==> config.mk <==
export PLATFORM = sky130hd
export DESIGN_NAME = qtpd_ctrl
export DESIGN_NICKNAME = d
export VERILOG_FILES = /design/src/rtl/qtpd_pkg.sv /design/src/rtl/qtpd_ctrl.sv
export SDC_FILE = /design/constraint.sdc
export NUM_CORES = 1
export LEC_CHECK = 0
export ABC_AREA = 1
export BUFFER_PORTS_ARGS = -buffer_cell sky130_fd_sc_hd__buf_4
export CELL_PAD_IN_SITES_DETAIL_PLACEMENT = 1
export CELL_PAD_IN_SITES_GLOBAL_PLACEMENT = 1
export CORE_MARGIN = 4
export CORE_UTILIZATION = 29
export DETAILED_ROUTE_END_ITERATION = 16
export MAX_ROUTING_LAYER = met4
export PLACE_DENSITY = 0.7
export SLEW_MARGIN = 15
export SYNTH_ARGS = -nofsm -noshare
export SYNTH_HDL_FRONTEND = slang
export SYNTH_SLANG_ARGS = --single-unit
==> constraint.sdc <==
create_clock -name clk -period 1.2 [get_ports clk]
set_clock_uncertainty 0.05 [all_clocks]
set_input_delay 0.24 -clock clk [delete_from_list [all_inputs] [get_ports clk]]
set_output_delay 0.24 -clock clk [all_outputs]
set_load 0.03 [all_outputs]
==> src/rtl/qtpd_pkg.sv <==
// ----------------------------------------------------------------------------
// qtpd_pkg: shared types, constants and sine table for the tone power detector
// Holds the fixed-point widths, the controller command and status structs,
// the operation codes and the quarter-wave sine table with its lookup.
// ----------------------------------------------------------------------------
package qtpd_pkg;

	// Widths of the interface fields and registers
	localparam int SAMPLE_WIDTH     = 24;
	localparam int COUNT_WIDTH      = 18;
	localparam int SINE_TABLE_DEPTH = 1024;
	localparam int PHASE_W          = 32;
	localparam int GAIN_W           = 32;
	localparam int CFG_W            = 32;
	localparam int CFG_IDX_W        = 2;
	localparam int POWER_W          = 64;

	// Register indexes of the configuration port
	localparam logic [CFG_IDX_W-1:0] REG_PHASE_STEP   = 2'd0;
	localparam logic [CFG_IDX_W-1:0] REG_SAMPLE_COUNT = 2'd1;
	localparam logic [CFG_IDX_W-1:0] REG_GAIN         = 2'd2;

	localparam logic [COUNT_WIDTH-1:0] COUNT_RESET = COUNT_WIDTH'(48000);

	// Datapath widths
	localparam int SINE_W  = 18;                // Q1.17 table value
	localparam int SUM_W   = 60;                // correlation sums
	localparam int HALF_W  = SUM_W / 2;         // multiplier chunk of a wide operand
	localparam int MUL_W   = 33;                // signed multiplier operand
	localparam int PROD_W  = 2 * MUL_W;
	localparam int T_W     = SUM_W + 2;         // scaled magnitude before the final shift
	localparam int PW_W    = 2 * SUM_W + 1;     // sum of the two squares
	localparam int POW_LSB = GAIN_W - 1;        // doubling then dropping 32 fraction bits

	// Sine table geometry
	localparam int IDX_W = $clog2(SINE_TABLE_DEPTH);
	localparam int QTR   = SINE_TABLE_DEPTH / 4;

	// Multiplier operand selection
	localparam logic [2:0] MUL_NONE = 3'd0;
	localparam logic [2:0] MUL_SIN  = 3'd1;
	localparam logic [2:0] MUL_COS  = 3'd2;
	localparam logic [2:0] MUL_LO   = 3'd3;
	localparam logic [2:0] MUL_HI   = 3'd4;
	localparam logic [2:0] MUL_BB   = 3'd5;
	localparam logic [2:0] MUL_AB   = 3'd6;
	localparam logic [2:0] MUL_AA   = 3'd7;

	// Use of the registered product
	localparam logic [3:0] ACC_NONE = 4'd0;
	localparam logic [3:0] ACC_SIN  = 4'd1;
	localparam logic [3:0] ACC_COS  = 4'd2;
	localparam logic [3:0] ACC_ABS  = 4'd3;
	localparam logic [3:0] ACC_TLO  = 4'd4;
	localparam logic [3:0] ACC_THI  = 4'd5;
	localparam logic [3:0] ACC_PB   = 4'd6;
	localparam logic [3:0] ACC_PAB  = 4'd7;
	localparam logic [3:0] ACC_PAA  = 4'd8;

	typedef struct packed {
		logic       take;      // request accepted on the input channel
		logic [2:0] mul_op;
		logic [3:0] acc_op;
		logic       sel;       // 0: sine sum, 1: cosine sum
		logic       load_out;  // load power into the output register, clear the sums
	} cmd_t;

	typedef struct packed {
		logic last;      // the accepted sample closes a measurement
		logic out_free;  // output register can take a new result this cycle
	} status_t;

	// Table generation constants
	localparam longint unsigned PI_HALF_Q30 = 64'd1686629713;
	localparam int              ANGLE_FRAC  = 30;
	localparam int              Q_SHIFT     = ANGLE_FRAC - (SINE_W - 1);
	localparam longint          Q_ROUND     = longint'(1) <<< (Q_SHIFT - 1);
	localparam longint          SINE_MAX    = (longint'(1) <<< (SINE_W - 1)) - 1;

	typedef logic [SINE_W-2:0] qtab_t [QTR];

	// Magnitude of the sine at quarter position j (j = QTR gives the peak).
	// Nine-term Taylor series in Q30 with truncated terms, rounded to Q17.
	function automatic logic [SINE_W-2:0] qsine(input longint unsigned j);
		longint unsigned x;
		longint unsigned x2;
		longint unsigned term;
		longint          acc;
		longint          v;
		x    = (PI_HALF_Q30 * (4 * j) + SINE_TABLE_DEPTH / 2) / SINE_TABLE_DEPTH;
		x2   = (x * x) >> ANGLE_FRAC;
		term = x;
		acc  = longint'(x);
		term = ((term * x2) >> ANGLE_FRAC) / 6;
		acc  = acc - longint'(term);
		term = ((term * x2) >> ANGLE_FRAC) / 20;
		acc  = acc + longint'(term);
		term = ((term * x2) >> ANGLE_FRAC) / 42;
		acc  = acc - longint'(term);
		term = ((term * x2) >> ANGLE_FRAC) / 72;
		acc  = acc + longint'(term);
		term = ((term * x2) >> ANGLE_FRAC) / 110;
		acc  = acc - longint'(term);
		term = ((term * x2) >> ANGLE_FRAC) / 156;
		acc  = acc + longint'(term);
		term = ((term * x2) >> ANGLE_FRAC) / 210;
		acc  = acc - longint'(term);
		term = ((term * x2) >> ANGLE_FRAC) / 272;
		acc  = acc + longint'(term);
		if (acc < 0) begin
			acc = 0;
		end
		v = (acc + Q_ROUND) >>> Q_SHIFT;
		if (v > SINE_MAX) begin
			v = SINE_MAX;
		end
		return (SINE_W - 1)'(v);
	endfunction

	function automatic qtab_t build_qtab();
		qtab_t t;
		for (int j = 0; j < QTR; j++) begin
			t[j] = qsine(longint'(j));
		end
		return t;
	endfunction

	localparam qtab_t             QTAB      = build_qtab();
	localparam logic [SINE_W-2:0] SINE_PEAK = qsine(longint'(QTR));

	// Full-wave lookup from the quarter table. The second and fourth quarters
	// read the table mirrored; the start of those quarters is the peak itself.
	function automatic logic signed [SINE_W-1:0] sine_lookup(input logic [IDX_W-1:0] idx);
		logic [1:0]        quad;
		logic [IDX_W-3:0]  pos;
		logic [IDX_W-3:0]  mir;
		logic [SINE_W-2:0] m;
		quad = idx[IDX_W-1 -: 2];
		pos  = idx[IDX_W-3:0];
		mir  = '0 - pos;
		if (quad[0]) begin
			m = (pos == '0) ? SINE_PEAK : QTAB[mir];
		end else begin
			m = QTAB[pos];
		end
		return quad[1] ? -$signed({1'b0, m}) : $signed({1'b0, m});
	endfunction

endpackage

==> src/rtl/qtpd_ctrl.sv <==
// ----------------------------------------------------------------------------
// qtpd_ctrl: sequencer of the tone power detector
// Steps the shared multiplier through the two correlation products of each
// sample and, at the end of a measurement, through scaling and squaring.
// ----------------------------------------------------------------------------
module qtpd_ctrl (
	input  logic              clk,
	input  logic              arst_n,
	input  logic              in_valid,
	output logic              in_stall,
	input  qtpd_pkg::status_t status,
	output qtpd_pkg::cmd_t    cmd
);
	import qtpd_pkg::*;

	localparam logic [3:0] ST_IDLE  = 4'd0;
	localparam logic [3:0] ST_MSIN  = 4'd1;
	localparam logic [3:0] ST_MCOS  = 4'd2;
	localparam logic [3:0] ST_ACOS  = 4'd3;
	localparam logic [3:0] ST_ABS   = 4'd4;
	localparam logic [3:0] ST_MLO   = 4'd5;
	localparam logic [3:0] ST_MHI   = 4'd6;
	localparam logic [3:0] ST_TSUM  = 4'd7;
	localparam logic [3:0] ST_SQB   = 4'd8;
	localparam logic [3:0] ST_SQAB  = 4'd9;
	localparam logic [3:0] ST_SQA   = 4'd10;
	localparam logic [3:0] ST_SQEND = 4'd11;
	localparam logic [3:0] ST_FIN   = 4'd12;

	logic [3:0] state_q;
	logic [3:0] state_d;
	logic       sel_q;
	logic       sel_d;

	assign in_stall = (state_q != ST_IDLE);

	always_comb begin
		state_d      = state_q;
		sel_d        = sel_q;
		cmd.take     = 1'b0;
		cmd.mul_op   = MUL_NONE;
		cmd.acc_op   = ACC_NONE;
		cmd.sel      = sel_q;
		cmd.load_out = 1'b0;
		case (state_q)
			ST_IDLE: begin
				cmd.take = in_valid;
				if (in_valid) begin
					state_d = ST_MSIN;
				end
			end
			ST_MSIN: begin
				cmd.mul_op = MUL_SIN;
				state_d    = ST_MCOS;
			end
			ST_MCOS: begin
				cmd.mul_op = MUL_COS;
				cmd.acc_op = ACC_SIN;
				state_d    = ST_ACOS;
			end
			ST_ACOS: begin
				cmd.acc_op = ACC_COS;
				state_d    = status.last ? ST_ABS : ST_IDLE;
			end
			ST_ABS: begin
				cmd.acc_op = ACC_ABS;
				state_d    = ST_MLO;
			end
			ST_MLO: begin
				cmd.mul_op = MUL_LO;
				state_d    = ST_MHI;
			end
			ST_MHI: begin
				cmd.mul_op = MUL_HI;
				cmd.acc_op = ACC_TLO;
				state_d    = ST_TSUM;
			end
			ST_TSUM: begin
				cmd.acc_op = ACC_THI;
				state_d    = ST_SQB;
			end
			ST_SQB: begin
				cmd.mul_op = MUL_BB;
				state_d    = ST_SQAB;
			end
			ST_SQAB: begin
				cmd.mul_op = MUL_AB;
				cmd.acc_op = ACC_PB;
				state_d    = ST_SQA;
			end
			ST_SQA: begin
				cmd.mul_op = MUL_AA;
				cmd.acc_op = ACC_PAB;
				state_d    = ST_SQEND;
			end
			ST_SQEND: begin
				cmd.acc_op = ACC_PAA;
				if (sel_q) begin
					state_d = ST_FIN;
				end else begin
					sel_d   = 1'b1;
					state_d = ST_ABS;
				end
			end
			ST_FIN: begin
				// Hold here while the previous result is still waiting downstream.
				if (status.out_free) begin
					cmd.load_out = 1'b1;
					sel_d        = 1'b0;
					state_d      = ST_IDLE;
				end
			end
			default: begin
				state_d = ST_IDLE;
				sel_d   = 1'b0;
			end
		endcase
	end

	always_ff @(posedge clk or negedge arst_n) begin
		if (!arst_n) begin
			state_q <= ST_IDLE;
			sel_q   <= 1'b0;
		end else begin
			state_q <= state_d;
			sel_q   <= sel_d;
		end
	end

	a_load_needs_room: assert property (@(posedge clk) disable iff (!arst_n)
		cmd.load_out |-> status.out_free)
		else $error("result loaded while the output register is occupied");

	a_idle_on_sine: assert property (@(posedge clk) disable iff (!arst_n)
		(state_q == ST_IDLE) |-> !sel_q)
		else $error("cosine select left set outside a measurement close");

	a_fin_after_squares: assert property (@(posedge clk) disable iff (!arst_n)
		(state_q == ST_FIN) |-> $past(state_q == ST_SQEND || state_q == ST_FIN))
		else $error("finish state reached without the cosine square");

endmodule

==> run_results.csv, run 1 <==
group,metric,value,unit
run_status,run_status,"stopped before the end",
run_status,stop_stage,"5_1_grt",
run_status,firstError,"[ERROR DPL-0033] detailed placement checks failed during check placement.",
place,dpl_cell_area,663,sq um
synthesis,seq_area_frac_synth,0.332,
cts,htreeDepth,1,
synthesis,synth-seq-cells,5,
floorplan,io_pins,16,
cts,clock_sinks,5,
cts,cts.path.max_buffers,2,
sta,postGrtWorstEndpoint,"cmd[3]",
global_route,antenna_found_initial,0,
synthesis,ys_top_cells_by_area,"dfrtp_1 (33%), nand2_1 (16%), inv_1 (8.0%), nand3_1 (6.6%), nor2_1 (5.0%)",
synthesis,synth.distinct_cells,18,
synthesis,synth_area_per_cell,6.61,sq um
floorplan,die_y,44.0,um
global_route,grt_max_degree,6,
cts,cts_buffers,3,
synthesis,synth_top_cell_area_share,0.332,
floorplan,start_util,0.322,
synthesis,synthesis.area,377,sq um
synthesis,yosysTopAreaCell,"dfrtp_1",
place,place_inst,100,
place,dp.final_hpwl,1.06,mm
place,gp_congestion,0.782,
cts,cts_root_buffer,"clkbuf_4",
synthesis,postSynthCellCount,57,
place,io_buffers,15,
floorplan,die_w,44.0,um
sta,worst-ep-kind,"top-level output",
synthesis,syn_nets,62,
synthesis,yosys_warnings,0,
floorplan,rows,12,
## what timing repair did
| action | 4_1_cts |
|---|---|
| pin swaps | 7 |
| setup endpoints to repair | 13 |
| hold buffers | 1 |
| setup buffers | 4 |
| cloned | 0 |
| gates resized for setup | 31 |
| hold endpoints to repair | 5 |
## metrics by stage
step | setup TNS (ns) | setup slack (ns) | util | hold slack (ns)
after floorplan | -0.887 | -0.200 | - | -0.106
after global placement | -1.40 | -0.178 | 0.566 | -0.00713
after detailed placement | -1.57 | -0.179 | 0.566 | -0.00625
after CTS | -3.55 | -0.402 | 0.710 | 0.214
## synthesized netlist by cell type (all sizes together)
master and n:
o31ai 1, nand3 6, nand2 18, dfrtp 5, a22oi 1, o211ai 2, nor3 1, nand4 1
inv 10, buf 2, o21ai 3, nor2 7
## kinds of logic after synthesis
| kind of cell | after synthesis | synth area share |
|---|---|---|
| buffers and inverters | 12 | 0.140 |
| and+or+nand+nor | 33 | 0.399 |
| DFF | 5 | 0.332 |
| AOI/OAI and AO/OA | 7 | 0.130 |
==> run 2, diff against run 1 <==
==> config.mk (replaced) <==
export PLATFORM = sky130hd
export DESIGN_NAME = qtpd_ctrl
export DESIGN_NICKNAME = d
export VERILOG_FILES = /design/src/rtl/qtpd_pkg.sv /design/src/rtl/qtpd_ctrl.sv
export SDC_FILE = /design/constraint.sdc
export NUM_CORES = 1
export LEC_CHECK = 0
export ABC_AREA = 1
export BUFFER_PORTS_ARGS = -buffer_cell sky130_fd_sc_hd__buf_4
export CORE_AREA = 4 4 65 67
export DETAILED_ROUTE_END_ITERATION = 16
export DIE_AREA = 0 0 69 71
export PLACE_DENSITY_LB_ADDON = 0.15
export SLEW_MARGIN = 15
export SYNTH_ARGS = -nofsm -noshare
export SYNTH_HDL_FRONTEND = slang
export SYNTH_SLANG_ARGS = --single-unit
==> run 2 against run 1 <==
Effect of this change: synthesized area unchanged; the flow now finishes, with violations (negative setup slack); synthesized cell count unchanged.
==> run_results.csv, run 2 <==
group,metric,value,unit
run_status,run_status,"finished with violations",
run_status,failed_checks,"negative setup slack",
sta,max_freq,640,MHz
cts,clock_latency,0.22,ns
layout,largest_reg_flops,4,
synthesis,synthArstFlopShare,1.00,
pwr,power.density,3240,nW/um^2
synthesis,synthesis.area,377,sq um
hold_path,min_from,"in_valid",
synthesis,yosys-top-cells-count,"nand2_1 (16), inv_1 (8), dfrtp_1 (5), nand3_1 (5), nor2_1 (5)",
sta,final-hold-violation-count,0,
layout,multi_input_area,343,sq um
cts,tritoncts,"done",
detailed_routing,drt_wl_total,1.37,mm
sta,min_period_over_period,1.30,
synthesis,yosys_warnings,0,
synthesis,synth.distinct_cells,18,
sta,rsz0062_at_grt,"true",
synthesis,seq_area_frac_synth,0.332,
floorplan,core,3630,sq um
place,dpl_cell_area,721,sq um
layout,final_cell_mix,"buf_4 (20), buf_6 (15), nand2_1 (8), nand2_2 (6)",
floorplan,rows,22,
detailed_routing,vias,491,
cts,cts_buffers,3,
layout,fin_area,953,sq um
detailed_routing,antenna_left,0,
floorplan,io_pins,16,
cts,cts_root_buffer,"clkbuf_8",
cts,htreeDepth,1,
place,dpl_worst_slack,-0.203,ns
hold_path,whs_path_depth,3,
cts,path_clk_slew,0.03,ns
detailed_routing,wire_per_inst,9.55,um
setup_path,worstPathArrival,1.27,ns
global_route,antenna_found_initial,0,
synthesis,post-synth-top-count-cell,"nand2_1",
floorplan,die_w,69,um
layout,nets,101,
synthesis,synth_area_per_cell,6.61,sq um
synthesis,synth_top_cell_area_share,0.332,
detailed_routing,drtIter0Drc,9,
sta,tightest_slew,0.179,ns
cts,clock_sinks,5,
layout,final_common_cell,"buf_4",
setup_path,reg2reg_slack,-0.03,ns
detailed_routing,vias_per_cell,3.43,
synthesis,synth-seq-cells,5,
sta,setup_violations,12,
layout,syn2layout_area_growth,153,%
synthesis,ys_top_cells_by_area,"dfrtp_1 (33%), nand2_1 (16%), inv_1 (8.0%), nand3_1 (6.6%), nor2_1 (5.0%)",
sta,min_period,1.56,ns
global_route,grt_max_degree,7,
detailed_routing,first_pass_iters,4,
sta,setup_ws,-0.363,ns
detailed_routing,drc,0,
sta,maxSlewViolCount,0,
global_route,grt_pass1_vias,519,
layout,reg_top3,"state_q x4, sel_q x1",
setup_path,regToRegEndpoint,"state_q[1]$_DFFE_PN0P_",
synthesis,postSynthCellCount,57,
sta,maxSlewHeadroom,0.880,
setup_path,worst_setup_path_start_kind,"flop",
synthesis,syn_nets,62,
hold_path,min_to,"state_q[0]$_DFFE_PN0P_",
setup_path,path_class,"reg2out",
global_route,grt_usage,0.0575,
layout,diodes,0,
layout,drive_gt1_frac,0.737,
floorplan,start_util,0.104,
floorplan,die_y,71,um
setup_path,required,0.91,ns
hold_path,hold_class,"in2reg",
synthesis,ys.flop_type,"dfrtp_1",
place,io_buffers,15,
synthesis,synth_edf_count,0,
setup_path,crit_fanout,6,
layout,fillers,417,
layout,ff_latch_area,129,sq um
setup_path,rr_worst_depth,6,
place,dp.final_hpwl,1.15,mm
job,max_cap_viol_count,0,
pwr,p_leak,0.467,nW
setup_path,endpoint_kind,"output port",
cts,cts.path.max_buffers,2,
floorplan,dieArea,4900,sq um
setup_path,r2r-start,"state_q[2]$_DFFE_PN0P_",
place,gp_congestion,0.697,
global_route,overflow,0,
layout,top_register,"state_q",
synthesis,yosysTopAreaCell,"dfrtp_1",
pwr,total_power,0.00309,W
global_route,grt_pass1_wl,2.23,mm
pwr,ir_drop,0.520,mV
run 2: cell counts after synthesis:
No cell type changed its count.
run 2: worst max-delay path, cell delays in order, from the launching register on:
cell,delay (ns)
dfrtp_2,0.45
buf_6,0.14
nand2_1,0.08
o211ai_1,0.19
buf_4,0.19
run 2: logic make-up after synthesis:
logic type,count (synthesis),synth area share
AOI/OAI and AO/OA,7,0.130
buffers and inverters,12,0.140
DFF,5,0.332
and+or+nand+nor,33,0.399
run 2: layout make-up:
cell class	count	area share
flip-flops and latches	5	0.135
inverters	10	0.0499
multi-input cells	40	0.360
clock buffers	4	0.0472
repair buffers	36	0.345
well taps	48	0.0630
run 2: worst max-delay path by stage:
stage | to | start | slack (ns) | cells past startpoint
after floorplan | cmd[3] | state_q[0]$_DFFE_PN0P_ | -0.20 | 4
after global placement | cmd[3] | state_q[2]$_DFFE_PN0P_ | -0.19 | 4
after detailed placement | cmd[7] | state_q[2]$_DFFE_PN0P_ | -0.20 | 4
after CTS | cmd[7] | state_q[3]$_DFFE_PN0P_ | -0.36 | 5
after global routing | cmd[7] | state_q[0]$_DFFE_PN0P_ | -0.43 | 4
final | cmd[7] | state_q[0]$_DFFE_PN0P_ | -0.36 | 4
run 2: what timing repair did:
action,CTS,global route
pin swaps,4,1
setup buffers,2,0
endpoints found under the setup margin,15,14
endpoints found under the hold margin,5,0
gates cloned,0,0
resized for setup,35,9
hold buffers,1,0
run 2: metal layers:
layer  global-route usage  part of all wire  routed length (um)  vias up
li1                     -                 -                   -      259
met1               0.0599              0.41                 553      224
met2                0.105              0.56                 770        8
met3               0.0142             0.029                  40        0
met4               0.0325                 0                   0        0
met5                    0                 0                   0        -
run 2: where the power goes:
group,switching [W],leakage (nW),internal [W]
logic,0.00126,0.385,0.00111
registers,0.000151,0.0590,0.000261
clock network,0.0000763,0.0228,0.000227
total,0.00149,0.467,0.00159
run 2: metrics by stage:
| stage | TNS (ns) | utilization | hold WS (ns) | std cells |
|---|---|---|---|---|
| global placement | -1.53 | 0.198 | -0.00598 | 136 |
| CTS | -3.24 | 0.252 | 0.237 | 143 |
| floorplan | -0.887 | - | -0.106 | 57 |
| global route | -3.87 | 0.262 | 0.263 | 143 |
| finish | -3.13 | 0.262 | 0.248 | 143 |
| detailed placement | -1.51 | 0.198 | -0.00572 | 136 |
(Power assumes the default switching activity.)
==> run 3, diff against run 2 <==
--- a/config.mk
+++ b/config.mk
@@ -11,6 +11,7 @@
 export DETAILED_ROUTE_END_ITERATION = 16
 export DIE_AREA = 0 0 69 71
 export PLACE_DENSITY_LB_ADDON = 0.15
+export RECOVER_POWER = 100
 export SLEW_MARGIN = 15
 export SYNTH_ARGS = -nofsm -noshare
 export SYNTH_HDL_FRONTEND = slang
==> constraint.sdc (replaced) <==
create_clock -name clk -period 1.6 [get_ports clk]
set_clock_uncertainty 0.05 [all_clocks]
set_input_delay 0.32 -clock clk [delete_from_list [all_inputs] [get_ports clk]]
set_output_delay 0.32 -clock clk [all_outputs]
set_load 0.03 [all_outputs]
==> run 3 against run 2 <==
Effect of this change: the flow still finishes with violations (negative setup slack); routed wire length down 5.8%; register-to-register slack gained 0.36 ns; via count shrank 3.7%; global-route usage decreased by 0.50 points; non-clock buffer count shrank 7; critical endpoint is now cmd[2]; largest cell class unchanged; largest power group unchanged; highest routed layer is now met4.
==> run_results.csv, run 3 (synthesized netlist as in run 2, its figures left out) <==
group,metric,value,unit
run_status,run_status,"finished with violations",
run_status,failed_checks,"negative setup slack",
cts,htreeDepth,1,
job,max_cap_viol_count,0,
setup_path,path_class,"reg2out",
cts,cts_buffers,3,
layout,drive_gt1_frac,0.591,
layout,largest_reg_flops,4,
layout,nets,94,
detailed_routing,drtIter0Drc,37,
detailed_routing,vias_per_cell,3.48,
pwr,p_leak,0.377,nW
setup_path,cp_common_cell,"nand2_2",
cts,cts_root_buffer,"clkbuf_8",
sta,finalSetupTns,-0.0729,ns
hold_path,min_to,"state_q[1]$_DFFE_PN0P_",
detailed_routing,antenna_left,0,
setup_path,cp_top_family,"flip-flops",
floorplan,rows,22,
layout,fillers,434,
layout,syn2layout_area_growth,101,%
sta,setup_ws,-0.0402,ns
setup_path,worstPathArrival,1.27,ns
setup_path,rr_worst_depth,6,
setup_path,regToRegEndpoint,"state_q[0]$_DFFE_PN0P_",
global_route,grt_max_degree,8,
layout,diodes,0,
setup_path,endpoint_kind,"output port",
global_route,grt_pass1_wl,2.04,mm
floorplan,io_pins,16,
cts,tritoncts,"done",
detailed_routing,vias,473,
floorplan,die_w,69,um
setup_path,cp_num_buf_inv,2,
layout,final_common_cell,"buf_4",
pwr,ir_drop,0.370,mV
pwr,p_sw_frac,0.494,
hold_path,min_from,"in_valid",
sta,min_period,1.64,ns
pwr,seqPwrFrac,0.157,
global_route,overflow,0,
layout,fin_area,758,sq um
setup_path,path_cells,"inv_4 -> nand2_2 -> nand2_2 -> nand2_1 -> o31ai_4 -> buf_6",
cts,clock_latency,0.22,ns
global_route,grt_usage,0.0524,
pwr,combPwrFrac,0.725,
layout,top_register,"state_q",
place,gp_congestion,0.711,
pwr,power.density,2570,nW/um^2
setup_path,required,1.23,ns
setup_path,crit_path_top_delay_cell,"dfrtp_2",
floorplan,die_y,71,um
detailed_routing,wire_per_inst,9.46,um
place,dpl_cell_area,562,sq um
sta,max_freq,610,MHz
sta,rsz0062_at_grt,"true",
place,io_buffers,15,
cts,path_clk_slew,0.03,ns
global_route,grt_pass1_vias,475,
pwr,p_clk_frac,0.117,
hold_path,hold_class,"in2reg",
sta,tightest_slew,0.374,ns
setup_path,reg2reg_slack,0.33,ns
detailed_routing,first_pass_iters,4,
sta,timing.hold.ws,0.331,ns
pwr,intPower,0.000985,W
place,dp.final_hpwl,998,um
sta,setup_violations,4,
hold_path,whs_path_depth,3,
floorplan,dieArea,4900,sq um
floorplan,core,3630,sq um
sta,maxSlewViolCount,0,
pwr,total_power,0.00195,W
detailed_routing,drt_wl_total,1.29,mm
setup_path,crit_fanout,4,
sta,final-hold-violation-count,0,
setup_path,cp_slowest_stage_delay,0.44,ns
cts,clock_sinks,5,
global_route,antenna_found_initial,0,
pwr,switchingPower,0.000962,W
setup_path,worst_setup_path_start_kind,"flop",
layout,final_cell_mix,"buf_4 (22), nand2_1 (13), inv_1 (5)",
setup_path,r2r-start,"state_q[1]$_DFFE_PN0P_",
sta,min_period_over_period,1.03,
sta,maxSlewHeadroom,0.752,
layout,reg_top3,"state_q x4, sel_q x1",
cts,cts.path.max_buffers,2,
floorplan,start_util,0.104,
detailed_routing,drc,0,
run 3: changes by cell type in the layout (fill, tap and decap cells not counted), sizes merged:
cell and delta:
clkbuf +2, buf -9
run 3: final cells by class:
type                       count  area [sq um]  area share
inverter                      10          40.0      0.0528
sequential                     5           130       0.172
multi-input combinational     40           255       0.337
clock buffer                   4          45.0      0.0594
tap                           48          60.1      0.0792
timing repair buffer          29           228       0.300
run 3: power groups by stage:
| stage | sequential, W | clock, W | combinational (W) |
|---|---|---|---|
| final | 0.000306 | 0.000228 | 0.00141 |
| after global routing | 0.000321 | 0.000245 | 0.00152 |
| after CTS | 0.000286 | 0.000237 | 0.00136 |
| after detailed placement | 0.000286 | 0 | 0.00106 |
| after global placement | 0.000285 | 0 | 0.00107 |
| after floorplan | 0.000237 | 0 | 0.000744 |
run 3: how the worst max path moves through the flow:
stage                                      start      to  slack (ns)  cells after the start
final                     state_q[1]$_DFFE_PN0P_  cmd[2]       -0.04                      6
after CTS                 state_q[3]$_DFFE_PN0P_  cmd[8]       -0.03                      6
after global placement    state_q[0]$_DFFE_PN0P_  cmd[7]        0.09                      5
after detailed placement  state_q[0]$_DFFE_PN0P_  cmd[7]        0.05                      5
after global routing      state_q[1]$_DFFE_PN0P_  cmd[2]       -0.09                      6
after floorplan           state_q[0]$_DFFE_PN0P_  cmd[3]        0.05                      4
run 3: timing repair:
| action | in CTS | in global routing |
|---|---|---|
| hold buffers | 1 | 0 |
| pin swaps | 1 | 3 |
| hold endpoints to repair | 5 | 0 |
| setup buffers | 8 | 3 |
| gates cloned | 0 | 0 |
| resized for setup | 18 | 5 |
| setup endpoints to repair | 8 | 10 |
run 3: routing by layer:
layer / vias to the layer above / part of all wire / global-route usage
met2: 13 / 0.50 / 0.0900
li1: 244 / - / -
met1: 214 / 0.42 / 0.0548
met3: 2 / 0.068 / 0.0227
met5: - / 0 / 0
met4: 0 / 0.011 / 0.0260
run 3: worst min-delay path, stage by stage:
cell and delay (ns):
buf_4 0.09, o21ai_2 0.06, nor2_1 0.09
run 3: metrics by stage:
step	cells	utilization	setup slack [ns]
after floorplan	57	-	0.0517
after global placement	120	0.155	0.0921
final	136	0.209	-0.0402
after CTS	133	0.202	-0.0266
after global routing	136	0.209	-0.0881
after detailed placement	120	0.155	0.0519
